**src/hdl/modular_exponent_decrypt_core_macros.svh**
```systemverilog
// Assertion macros for the modular exponent decrypt core.
`ifndef MODULAR_EXPONENT_DECRYPT_CORE_MACROS_SVH
`define MODULAR_EXPONENT_DECRYPT_CORE_MACROS_SVH

// Same-cycle implication, sampled on clk, off while rst_n is low.
`define MEXP_ASSERT(name, prop, msg) \
    name: assert property (@(posedge clk) disable iff (!rst_n) prop) else $error(msg);

// Next-cycle implication, sampled on clk, off while rst_n is low.
`define MEXP_ASSERT_NEXT(name, ante, cons, msg) \
    name: assert property (@(posedge clk) disable iff (!rst_n) (ante) |=> (cons)) \
        else $error(msg);

`endif

```
**src/hdl/mexp_pkg.sv**
```systemverilog
// Shared constants and types of the modular exponent decrypt core.
`default_nettype none
package mexp_pkg;

    localparam int RES_W            = 31;
    localparam int CIPHER_W         = 64;
    localparam int BYTE_W           = 8;
    localparam int CFG_W            = 31;
    localparam int CFG_IDX_W        = 1;
    localparam int STEP_W           = 7;
    localparam int MUL_STEPS        = RES_W;
    localparam int RED_STEPS        = CIPHER_W;
    localparam int DEFAULT_EXP_BITS = 31;

    localparam logic [CFG_IDX_W-1:0] REG_PRIVATE_EXPONENT = 1'b0;
    localparam logic [CFG_IDX_W-1:0] REG_KEY_MODULUS      = 1'b1;

    localparam logic [CFG_W-1:0] EXP_RESET = CFG_W'(1);
    localparam logic [CFG_W-1:0] MOD_RESET = CFG_W'(1);

    typedef struct packed {
        logic              start;
        logic [STEP_W-1:0] steps;
    } mm_ctl_t;

    typedef struct packed {
        logic busy;
        logic done;
    } mm_sts_t;

endpackage
`default_nettype wire

```
**src/hdl/mexp_ifs.sv**
```systemverilog
// Handshake channel interfaces for ciphertext input and plaintext output.
`default_nettype none
interface mexp_in_if;
    import mexp_pkg::*;

    logic                valid;
    logic                ready;
    logic [CIPHER_W-1:0] cipher_word;

    modport source (output valid, output cipher_word, input ready);
    modport sink   (input valid, input cipher_word, output ready);
endinterface

interface mexp_out_if;
    import mexp_pkg::*;

    logic              valid;
    logic              ready;
    logic [RES_W-1:0]  residue;
    logic [BYTE_W-1:0] plain_byte;

    modport source (output valid, output residue, output plain_byte, input ready);
    modport sink   (input valid, input residue, input plain_byte, output ready);
endinterface
`default_nettype wire

```
**src/hdl/modular_exponent_decrypt_core.sv**
```systemverilog
// A word with a zero exponent goes from the transfer straight to the finish state; otherwise
//   the word is reduced, then squared per exponent bit and also multiplied on a one bit.
// One word at a time; the next word transfers once the result is in the output register.
// Every modular product, the reduction of the word included, runs in the bit-serial multiplier.
// Reset: asynchronous, active low; exponent and modulus return to 1, the block idles.
`default_nettype none
`include "modular_exponent_decrypt_core_macros.svh"
module modular_exponent_decrypt_core #(
    parameter int EXP_BITS = mexp_pkg::DEFAULT_EXP_BITS
) (
    input  logic                            clk,
    input  logic                            rst_n,
    mexp_in_if.sink                         cipher,
    mexp_out_if.source                      plain,
    input  logic                            cfg_we,
    input  logic [mexp_pkg::CFG_IDX_W-1:0]  cfg_index,
    input  logic [mexp_pkg::CFG_W-1:0]      cfg_data
);
    import mexp_pkg::*;

    localparam int EXT_W = (EXP_BITS > CFG_W) ? EXP_BITS : CFG_W;
    localparam int CNT_W = $clog2(EXP_BITS + 1);
    localparam int PAD_W = CIPHER_W - RES_W;

    typedef enum logic [4:0] {
        ST_IDLE   = 5'b00001,
        ST_REDUCE = 5'b00010,
        ST_SQUARE = 5'b00100,
        ST_MULT   = 5'b01000,
        ST_FINISH = 5'b10000
    } state_t;

    state_t state_reg, state_next;

    // configuration
    logic [CFG_W-1:0] exp_cfg_reg;
    logic [CFG_W-1:0] mod_cfg_reg;

    // exponent scan, MSB first
    logic [EXP_BITS-1:0] exp_sh_reg;
    logic [CNT_W-1:0]    exp_cnt_reg;

    logic [RES_W-1:0] acc_reg;
    logic [RES_W-1:0] base_reg;
    logic [RES_W-1:0] res_out_reg;
    logic             out_valid_reg;

    logic [EXT_W-1:0]    exp_ext;
    logic [EXP_BITS-1:0] exp_eff;
    logic                exp_zero;
    logic [RES_W-1:0]    n_eff;
    logic                accept;
    logic                out_load;
    logic                last_bit;

    mm_ctl_t             mm_ctl;
    mm_sts_t             mm_sts;
    logic [RES_W-1:0]    mm_addend;
    logic [CIPHER_W-1:0] mm_mult;
    logic [RES_W-1:0]    mm_result;

    logic                in_compute;
    logic                word_begun;

    // Only the low EXP_BITS bits of the exponent count; bits above the register read as zero.
    assign exp_ext  = EXT_W'(exp_cfg_reg);
    assign exp_eff  = exp_ext[EXP_BITS-1:0];
    assign exp_zero = (exp_eff == '0);

    // A zero modulus acts as one.
    assign n_eff = (mod_cfg_reg == '0) ? RES_W'(1) : mod_cfg_reg[RES_W-1:0];

    assign cipher.ready = (state_reg == ST_IDLE);
    assign accept       = cipher.valid && cipher.ready;
    assign last_bit     = (exp_cnt_reg == CNT_W'(1));

    // Hand the result over once the output register is free or being drained.
    assign out_load = (state_reg == ST_FINISH) && (!out_valid_reg || plain.ready);

    // Sequencer: reduce, then square (and multiply on a one bit) per exponent bit, if nonzero.
    always_comb
    begin
        state_next   = state_reg;
        mm_ctl.start = 1'b0;
        mm_ctl.steps = STEP_W'(MUL_STEPS);
        mm_addend    = mm_result;
        mm_mult      = {mm_result, {PAD_W{1'b0}}};
        case (state_reg)
            ST_IDLE:
            begin
                if (accept)
                begin
                    if (exp_zero)
                    begin
                        state_next = ST_FINISH;
                    end
                    else
                    begin
                        // c mod n: shift the word in, adding one per set bit
                        mm_ctl.start = 1'b1;
                        mm_ctl.steps = STEP_W'(RED_STEPS);
                        mm_addend    = RES_W'(1);
                        mm_mult      = cipher.cipher_word;
                        state_next   = ST_REDUCE;
                    end
                end
            end
            ST_REDUCE:
            begin
                if (mm_sts.done)
                begin
                    mm_ctl.start = 1'b1;
                    mm_addend    = acc_reg;
                    mm_mult      = {acc_reg, {PAD_W{1'b0}}};
                    state_next   = ST_SQUARE;
                end
            end
            ST_SQUARE:
            begin
                if (mm_sts.done)
                begin
                    if (exp_sh_reg[EXP_BITS-1])
                    begin
                        mm_ctl.start = 1'b1;
                        mm_addend    = base_reg;
                        state_next   = ST_MULT;
                    end
                    else if (last_bit)
                    begin
                        state_next = ST_FINISH;
                    end
                    else
                    begin
                        mm_ctl.start = 1'b1;
                    end
                end
            end
            ST_MULT:
            begin
                if (mm_sts.done)
                begin
                    if (last_bit)
                    begin
                        state_next = ST_FINISH;
                    end
                    else
                    begin
                        mm_ctl.start = 1'b1;
                        state_next   = ST_SQUARE;
                    end
                end
            end
            ST_FINISH:
            begin
                if (out_load)
                begin
                    state_next = ST_IDLE;
                end
            end
            default:
            begin
                state_next = ST_IDLE;
            end
        endcase
    end

    mexp_mulmod u_mulmod (
        .clk        (clk),
        .rst_n      (rst_n),
        .ctl        (mm_ctl),
        .addend     (mm_addend),
        .multiplier (mm_mult),
        .modulus    (n_eff),
        .sts        (mm_sts),
        .result     (mm_result)
    );

    // Control state and configuration registers.
    always_ff @(posedge clk or negedge rst_n)
    begin
        if (!rst_n)
        begin
            state_reg     <= ST_IDLE;
            exp_cfg_reg   <= EXP_RESET;
            mod_cfg_reg   <= MOD_RESET;
            exp_cnt_reg   <= '0;
            out_valid_reg <= 1'b0;
        end
        else
        begin
            state_reg <= state_next;

            if (cfg_we)
            begin
                case (cfg_index)
                    REG_PRIVATE_EXPONENT: exp_cfg_reg <= cfg_data;
                    REG_KEY_MODULUS:      mod_cfg_reg <= cfg_data;
                    default:              ;
                endcase
            end

            // Advance the bit count after the last product of each exponent bit.
            if (accept)
            begin
                exp_cnt_reg <= CNT_W'(EXP_BITS);
            end
            else if (mm_sts.done && ((state_reg == ST_MULT) ||
                     ((state_reg == ST_SQUARE) && !exp_sh_reg[EXP_BITS-1])))
            begin
                exp_cnt_reg <= exp_cnt_reg - CNT_W'(1);
            end

            if (out_load)
            begin
                out_valid_reg <= 1'b1;
            end
            else if (plain.ready)
            begin
                out_valid_reg <= 1'b0;
            end
        end
    end

    // Datapath registers.
    always_ff @(posedge clk)
    begin
        if (accept)
        begin
            exp_sh_reg <= exp_eff;
            // Zero exponent gives 1 unreduced; otherwise start from 1 mod n.
            if (exp_zero || (n_eff != RES_W'(1)))
            begin
                acc_reg <= RES_W'(1);
            end
            else
            begin
                acc_reg <= '0;
            end
        end
        else if (mm_sts.done)
        begin
            case (state_reg)
                ST_REDUCE:
                begin
                    base_reg <= mm_result;
                end
                ST_SQUARE:
                begin
                    acc_reg <= mm_result;
                    if (!exp_sh_reg[EXP_BITS-1])
                    begin
                        exp_sh_reg <= exp_sh_reg << 1;
                    end
                end
                ST_MULT:
                begin
                    acc_reg    <= mm_result;
                    exp_sh_reg <= exp_sh_reg << 1;
                end
                default:
                begin
                end
            endcase
        end

        if (out_load)
        begin
            res_out_reg <= acc_reg;
        end
    end

    assign plain.valid      = out_valid_reg;
    assign plain.residue    = res_out_reg;
    assign plain.plain_byte = res_out_reg[BYTE_W-1:0];

    // State decode for the checks below.
    assign in_compute = state_reg inside {ST_REDUCE, ST_SQUARE, ST_MULT};
    assign word_begun = state_reg inside {ST_REDUCE, ST_FINISH};

    `MEXP_ASSERT(a_mm_start_free, mm_ctl.start |-> !mm_sts.busy, "multiplier started while busy")
    `MEXP_ASSERT(a_mm_done_in_compute, mm_sts.done |-> in_compute, "stray multiplier done")
    `MEXP_ASSERT_NEXT(a_accept_leaves_idle, accept, word_begun, "transfer did not start a word")
    `MEXP_ASSERT(a_base_reduced, (state_reg == ST_MULT) |-> (base_reg < n_eff), "unreduced base")

endmodule
`default_nettype wire

```
**src/hdl/mexp_mulmod.sv**
```systemverilog
// Bit-serial modular multiply-accumulate unit: one multiplier bit per cycle.
`default_nettype none
module mexp_mulmod (
    input  logic                           clk,
    input  logic                           rst_n,
    input  mexp_pkg::mm_ctl_t              ctl,
    input  logic [mexp_pkg::RES_W-1:0]     addend,
    input  logic [mexp_pkg::CIPHER_W-1:0]  multiplier,
    input  logic [mexp_pkg::RES_W-1:0]     modulus,
    output mexp_pkg::mm_sts_t              sts,
    output logic [mexp_pkg::RES_W-1:0]     result
);
    import mexp_pkg::*;

    localparam int SUM_W = RES_W + 2;

    logic [RES_W-1:0]    acc_reg,  acc_next;
    logic [RES_W-1:0]    add_reg;
    logic [CIPHER_W-1:0] sh_reg;
    logic [STEP_W-1:0]   cnt_reg;
    logic                busy_reg;
    logic                done_reg;

    logic [SUM_W-1:0] sum;
    logic [SUM_W-1:0] n1;
    logic [SUM_W-1:0] n2;
    logic [SUM_W-1:0] red;

    // acc = 2*acc + bit*addend, then bring back below the modulus
    always_comb
    begin
        n1  = {2'b00, modulus};
        n2  = {1'b0, modulus, 1'b0};
        sum = {1'b0, acc_reg, 1'b0}
              + (sh_reg[CIPHER_W-1] ? {2'b00, add_reg} : {SUM_W{1'b0}});
        if (sum >= n2)
        begin
            red = sum - n2;
        end
        else if (sum >= n1)
        begin
            red = sum - n1;
        end
        else
        begin
            red = sum;
        end
        acc_next = red[RES_W-1:0];
    end

    always_ff @(posedge clk or negedge rst_n)
    begin
        if (!rst_n)
        begin
            busy_reg <= 1'b0;
            done_reg <= 1'b0;
            cnt_reg  <= '0;
        end
        else
        begin
            done_reg <= 1'b0;
            if (ctl.start)
            begin
                busy_reg <= 1'b1;
                cnt_reg  <= ctl.steps;
            end
            else if (busy_reg)
            begin
                cnt_reg <= cnt_reg - STEP_W'(1);
                if (cnt_reg == STEP_W'(1))
                begin
                    busy_reg <= 1'b0;
                    done_reg <= 1'b1;
                end
            end
        end
    end

    always_ff @(posedge clk)
    begin
        if (ctl.start)
        begin
            acc_reg <= '0;
            add_reg <= addend;
            sh_reg  <= multiplier;
        end
        else if (busy_reg)
        begin
            acc_reg <= acc_next;
            sh_reg  <= {sh_reg[CIPHER_W-2:0], 1'b0};
        end
    end

    assign sts.busy = busy_reg;
    assign sts.done = done_reg;
    assign result   = acc_reg;

endmodule
`default_nettype wire
```
**src/flat_wrapper.sv**
```systemverilog
// flat-port wrapper written by rule: the top's interface ports become plain ports
module modular_exponent_decrypt_core_flat import mexp_pkg::*;
#(
    parameter int EXP_BITS = mexp_pkg::DEFAULT_EXP_BITS
)
  (clk, rst_n, cfg_we, cfg_index, cfg_data, cipher_valid, cipher_cipher_word, cipher_ready, plain_valid, plain_residue, plain_plain_byte, plain_ready);
  mexp_in_if cipher_i ();
  mexp_out_if plain_i ();
  input  logic clk;
  input  logic rst_n;
  input  logic cfg_we;
  input  logic [mexp_pkg::CFG_IDX_W-1:0] cfg_index;
  input  logic [mexp_pkg::CFG_W-1:0] cfg_data;
  input wire logic [$bits(cipher_i.valid)-1:0] cipher_valid;
  input wire logic [$bits(cipher_i.cipher_word)-1:0] cipher_cipher_word;
  output wire logic [$bits(cipher_i.ready)-1:0] cipher_ready;
  output wire logic [$bits(plain_i.valid)-1:0] plain_valid;
  output wire logic [$bits(plain_i.residue)-1:0] plain_residue;
  output wire logic [$bits(plain_i.plain_byte)-1:0] plain_plain_byte;
  input wire logic [$bits(plain_i.ready)-1:0] plain_ready;
  assign cipher_i.valid = cipher_valid;
  assign cipher_i.cipher_word = cipher_cipher_word;
  assign cipher_ready = cipher_i.ready;
  assign plain_valid = plain_i.valid;
  assign plain_residue = plain_i.residue;
  assign plain_plain_byte = plain_i.plain_byte;
  assign plain_i.ready = plain_ready;
  modular_exponent_decrypt_core #(.EXP_BITS(EXP_BITS)) u_core (.clk(clk), .rst_n(rst_n), .cipher(cipher_i), .plain(plain_i), .cfg_we(cfg_we), .cfg_index(cfg_index), .cfg_data(cfg_data));
endmodule
```
**config.mk**
```make
export PLATFORM = sky130hd
export DESIGN_NAME = modular_exponent_decrypt_core_flat
export DESIGN_NICKNAME = d
export VERILOG_FILES = /design/src/hdl/mexp_pkg.sv /design/src/hdl/mexp_ifs.sv /design/src/hdl/modular_exponent_decrypt_core.sv /design/src/hdl/mexp_mulmod.sv /design/src/flat_wrapper.sv
export VERILOG_INCLUDE_DIRS = /design/src /design/src/hdl
export SDC_FILE = /design/constraint.sdc
export NUM_CORES = 1
export LEC_CHECK = 0
export ABC_AREA = 0
export BUFFER_PORTS_ARGS = -buffer_cell sky130_fd_sc_hd__buf_2
export CAP_MARGIN = 20
export CELL_PAD_IN_SITES_DETAIL_PLACEMENT = 0
export CELL_PAD_IN_SITES_GLOBAL_PLACEMENT = 1
export CORE_MARGIN = 2
export CORE_UTILIZATION = 35
export DETAILED_ROUTE_END_ITERATION = 8
export MAX_ROUTING_LAYER = met4
export PLACE_DENSITY_LB_ADDON = 0.1
export SYNTH_ARGS = -nofsm -noshare
export SYNTH_HDL_FRONTEND = slang
export SYNTH_HIERARCHICAL = 1
export SYNTH_SLANG_ARGS = --single-unit
```
**constraint.sdc**
```tcl
create_clock -name clk -period 12.3 [get_ports clk]
set_input_delay 2.46 -clock clk [delete_from_list [all_inputs] [get_ports clk]]
set_output_delay 2.46 -clock clk [all_outputs]
set_load 0.1 [all_outputs]
```
==> flow_results.xml <==
<?xml version="1.0" encoding="UTF-8"?>
<metrics>
  <group name="global_routing">
    <metric name="first_global_vias" unit="">15000</metric>
    <metric name="grt_first_pass_wirelength" unit="um">93000</metric>
    <metric name="grt_util_met1" unit="%">28.1</metric>
    <metric name="grt-ovfl-total" unit="">0</metric>
    <metric name="groute.layer.met3.usage" unit="%">2.51</metric>
    <metric name="grt_max_degree" unit="">82</metric>
    <metric name="grt-busiest-layer" unit="">met2</metric>
    <metric name="grt_util_overall" unit="%">21.0</metric>
    <metric name="grt_use_met2" unit="%">33.3</metric>
    <metric name="initial_antenna_violation_count" unit="">1</metric>
  </group>
  <group name="placement">
    <metric name="dp.final_hpwl" unit="um">45100</metric>
    <metric name="gp_congestion" unit="">0.870</metric>
    <metric name="io_buffer_count" unit="">141</metric>
  </group>
  <group name="die">
    <metric name="top_level_ports" unit="">142</metric>
    <metric name="die_w" unit="um">243</metric>
    <metric name="core.rowCount" unit="">87</metric>
    <metric name="core" unit="um^2">56500</metric>
    <metric name="die_h" unit="um">243</metric>
    <metric name="dieArea" unit="um^2">59200</metric>
    <metric name="start_util" unit="%">35.5</metric>
  </group>
  <group name="layout">
    <metric name="multi_input_comb_area" unit="um^2">9950</metric>
    <metric name="final.fill_count" unit="">5569</metric>
    <metric name="layout.nets" unit="">2179</metric>
    <metric name="final_core_utilization" unit="%">40.0</metric>
    <metric name="largest_register_ff_count" unit="">64</metric>
    <metric name="layout-drive-gt1-share" unit="%">19.7</metric>
    <metric name="seqCellArea" unit="um^2">9250</metric>
    <metric name="area_growth_syn_to_layout" unit="%">12.8</metric>
  </group>
  <group name="clock_tree">
    <metric name="cts.repair_timing.setup_buffer_count" unit="">0</metric>
    <metric name="cts_made_buffers" unit="">40</metric>
    <metric name="h_tree_lvl_count" unit="">2</metric>
    <metric name="clock_sinks" unit="">332</metric>
    <metric name="cts-resized-gates" unit="">0</metric>
    <metric name="clk_pin_slew_worst_paths" unit="ps">60</metric>
    <metric name="clock_path_buffers" unit="">3</metric>
    <metric name="clock_latency" unit="ps">570</metric>
    <metric name="tritoncts" unit="">yes</metric>
    <metric name="cts-root-buf" unit="">sky130_fd_sc_hd__clkbuf_16</metric>
    <metric name="cts_hold_repair.buffers" unit="">0</metric>
  </group>
  <group name="critical_path">
    <metric name="crit_arrival" unit="ps">7330</metric>
    <metric name="type_of_element_launching_the_critical_path" unit="">register</metric>
    <metric name="critical_path.reg2reg.startpoint" unit="">u_core/u_mulmod/sh_reg[63]</metric>
    <metric name="timing.critical_path.fanout_max" unit="">32</metric>
    <metric name="regToRegSetupSlack" unit="ps">5460</metric>
    <metric name="crit_path_cell_trace" unit="">and2_1, ha_1, o211ai_1, o21ai_1, o21ai_1, and3_4, o311ai_0, a21oi_1, xnor2_1, ha_1, a21o_1, a21o_1, a221o_1, a31oi_1, o21ai_0, a2111oi_2, buf_4, nand2_1, or3_1, nand4b_1</metric>
    <metric name="critical_path.reg2reg.endpoint" unit="">u_core/u_mulmod/result[30]</metric>
    <metric name="worst-setup-path-type" unit="">reg -&gt; reg</metric>
    <metric name="r2r_cell_count" unit="">20</metric>
    <metric name="setup.worst_path.end_class" unit="">register</metric>
    <metric name="timing.critical_path.slowest_stage_cell" unit="">sky130_fd_sc_hd__o311ai_0</metric>
    <metric name="worstPathRequired" unit="ps">12790</metric>
    <metric name="startpoint" unit="">u_core/u_mulmod/sh_reg[63]</metric>
    <metric name="crit_path_max_incr_delay" unit="ps">790</metric>
  </group>
  <group name="sta">
    <metric name="fin_skew" unit="ps">22.7</metric>
    <metric name="final.setup.tns" unit="ps">0</metric>
    <metric name="layout_worst_path_cycle_share" unit="%">55.6</metric>
    <metric name="final_max_slew_viol_count" unit="">0</metric>
    <metric name="rsz0062_at_grt" unit="">no</metric>
    <metric name="worst_tran_pin_value" unit="ps">1060</metric>
    <metric name="max_freq" unit="MHz">146</metric>
    <metric name="remaining_max_slew_budget_at_the_tightest_pin" unit="%">29.2</metric>
    <metric name="setup_viol_count_final" unit="">0</metric>
    <metric name="report.final.hold_viol_count" unit="">0</metric>
    <metric name="min_period" unit="ps">6840</metric>
  </group>
  <group name="synthesis">
    <metric name="syn-mean-instance-area" unit="um^2">10.6</metric>
    <metric name="syn-instance-count" unit="">1897</metric>
    <metric name="synth_warnings" unit="">6</metric>
    <metric name="syn_nets" unit="">2097</metric>
    <metric name="mappedNetlistArea" unit="um^2">20000</metric>
  </group>
  <group name="route">
    <metric name="routed_wirelength" unit="um">61000</metric>
    <metric name="detail_route.vias_per_cell" unit="">5.44</metric>
    <metric name="routed_wire_length_per_instance" unit="um">22.0</metric>
    <metric name="route.vias.total" unit="">15100</metric>
    <metric name="antenna_left" unit="">0</metric>
    <metric name="number_of_iterations_in_the_first_detailed_routing_pass" unit="">5</metric>
    <metric name="drc_errors" unit="">0</metric>
    <metric name="drt_iter0_markers" unit="">1011</metric>
  </group>
  <group name="power">
    <metric name="pwr_density_cell" unit="nW/um^2">124</metric>
    <metric name="finalPower" unit="mW">2.80</metric>
    <metric name="ir_drop" unit="mV">0.0872</metric>
    <metric name="leakagePower" unit="nW">8.52</metric>
  </group>
  <group name="worst_hold_path">
    <metric name="worstHoldEndpoint" unit="">u_core/plain.residue[5]</metric>
    <metric name="hp-class" unit="">reg -&gt; reg</metric>
    <metric name="hold_depth" unit="">0</metric>
    <metric name="timing.hold.worst.start" unit="">u_core/acc_reg[5]</metric>
  </group>
  <group name="outcome">
    <metric name="run_status" unit="">completed</metric>
  </group>
  <group name="run">
    <metric name="maxCapViolCount" unit="">0</metric>
  </group>
</metrics>
[layout by cell type, fill, tap and decap left out, types with 13 or more instances in the layout]
cell type	instances
sky130_fd_sc_hd__nand4_1	13
sky130_fd_sc_hd__nor2_1	98
sky130_fd_sc_hd__a21oi_1	108
sky130_fd_sc_hd__ha_1	96
sky130_fd_sc_hd__nor4_1	19
sky130_fd_sc_hd__nor2b_1	16
sky130_fd_sc_hd__mux2i_1	23
sky130_fd_sc_hd__xor2_1	30
sky130_fd_sc_hd__o21bai_1	13
sky130_fd_sc_hd__mux2_2	129
sky130_fd_sc_hd__a22oi_1	16
sky130_fd_sc_hd__dfrtp_1	79
sky130_fd_sc_hd__xnor2_1	62
sky130_fd_sc_hd__dfxtp_1	31
sky130_fd_sc_hd__nor3_1	38
sky130_fd_sc_hd__and2_1	95
sky130_fd_sc_hd__and3_1	16
sky130_fd_sc_hd__edfxtp_1	219
sky130_fd_sc_hd__o21ai_0	103
sky130_fd_sc_hd__clkbuf_16	42
sky130_fd_sc_hd__buf_4	22
sky130_fd_sc_hd__o211ai_1	20
sky130_fd_sc_hd__a221o_1	13
sky130_fd_sc_hd__nand2_1	119
sky130_fd_sc_hd__a21o_1	60
sky130_fd_sc_hd__nand2b_1	19
sky130_fd_sc_hd__buf_2	140
sky130_fd_sc_hd__a22o_1	32
sky130_fd_sc_hd__a211o_1	14
sky130_fd_sc_hd__nand3_1	44
sky130_fd_sc_hd__inv_1	73
[report_power, final]
part           switching (mW)  internal (mW)
sequential             0.0290           1.21
clock                   0.483          0.686
combinational           0.227          0.165
[layout make-up]
cell class                      instances  area share [%]
Inverter                               74            1.23
Sequential cell                       332            40.9
Antenna cell                            1          0.0111
Tap cell                              756            4.18
Clock inverter                         19           0.686
Multi-Input combinational cell       1367            44.0
Timing Repair Buffer                  164            4.00
Clock buffer                           55            5.00
[per-stage QoR]
stage | cells | cell area [um^2] | hold WS, ps | setup slack [ps]
floorplan | 1897 | 20000 | 417 | 6040
global placement | 2691 | 21300 | 442 | 5470
detailed placement | 2692 | 21300 | 430 | 5410
CTS | 2766 | 22600 | 449 | 5380
global route | 2768 | 22600 | 456 | 4990
finish | 2768 | 22600 | 448 | 5460
[worst max-delay path: cells and delay by family (launching register included)]
kind,cells,cell delay [ps]
AOI/OAI and AO/OA,11,3050
xor gates and xnor gates,1,390
adders and majority gates,2,740
buffers and inverters,1,370
DFF,1,690
and+or+nand+nor,5,1520
[how the worst max path moves through the flow]
stage                            endpoint  slack (ps)  depth (start not counted)
3_3_place_gp    u_core/u_mulmod/result[6]        5470                         22
5_1_grt        u_core/u_mulmod/result[30]        4990                         20
3_5_place_dp   u_core/u_mulmod/result[21]        5410                         20
2_1_floorplan   u_core/u_mulmod/sh_reg[0]        6040                         11
6_report       u_core/u_mulmod/result[30]        5460                         20
4_1_cts        u_core/u_mulmod/result[21]        5380                         22
[layer usage]
layer / wire length [um] / vias up
li1: - / 7188
met1: 28400 / 7481
met2: 28800 / 299
met3: 2020 / 96
met4: 1720 / 0
met5: 0 / -
Note: power is estimated with default switching activity, not from simulation.
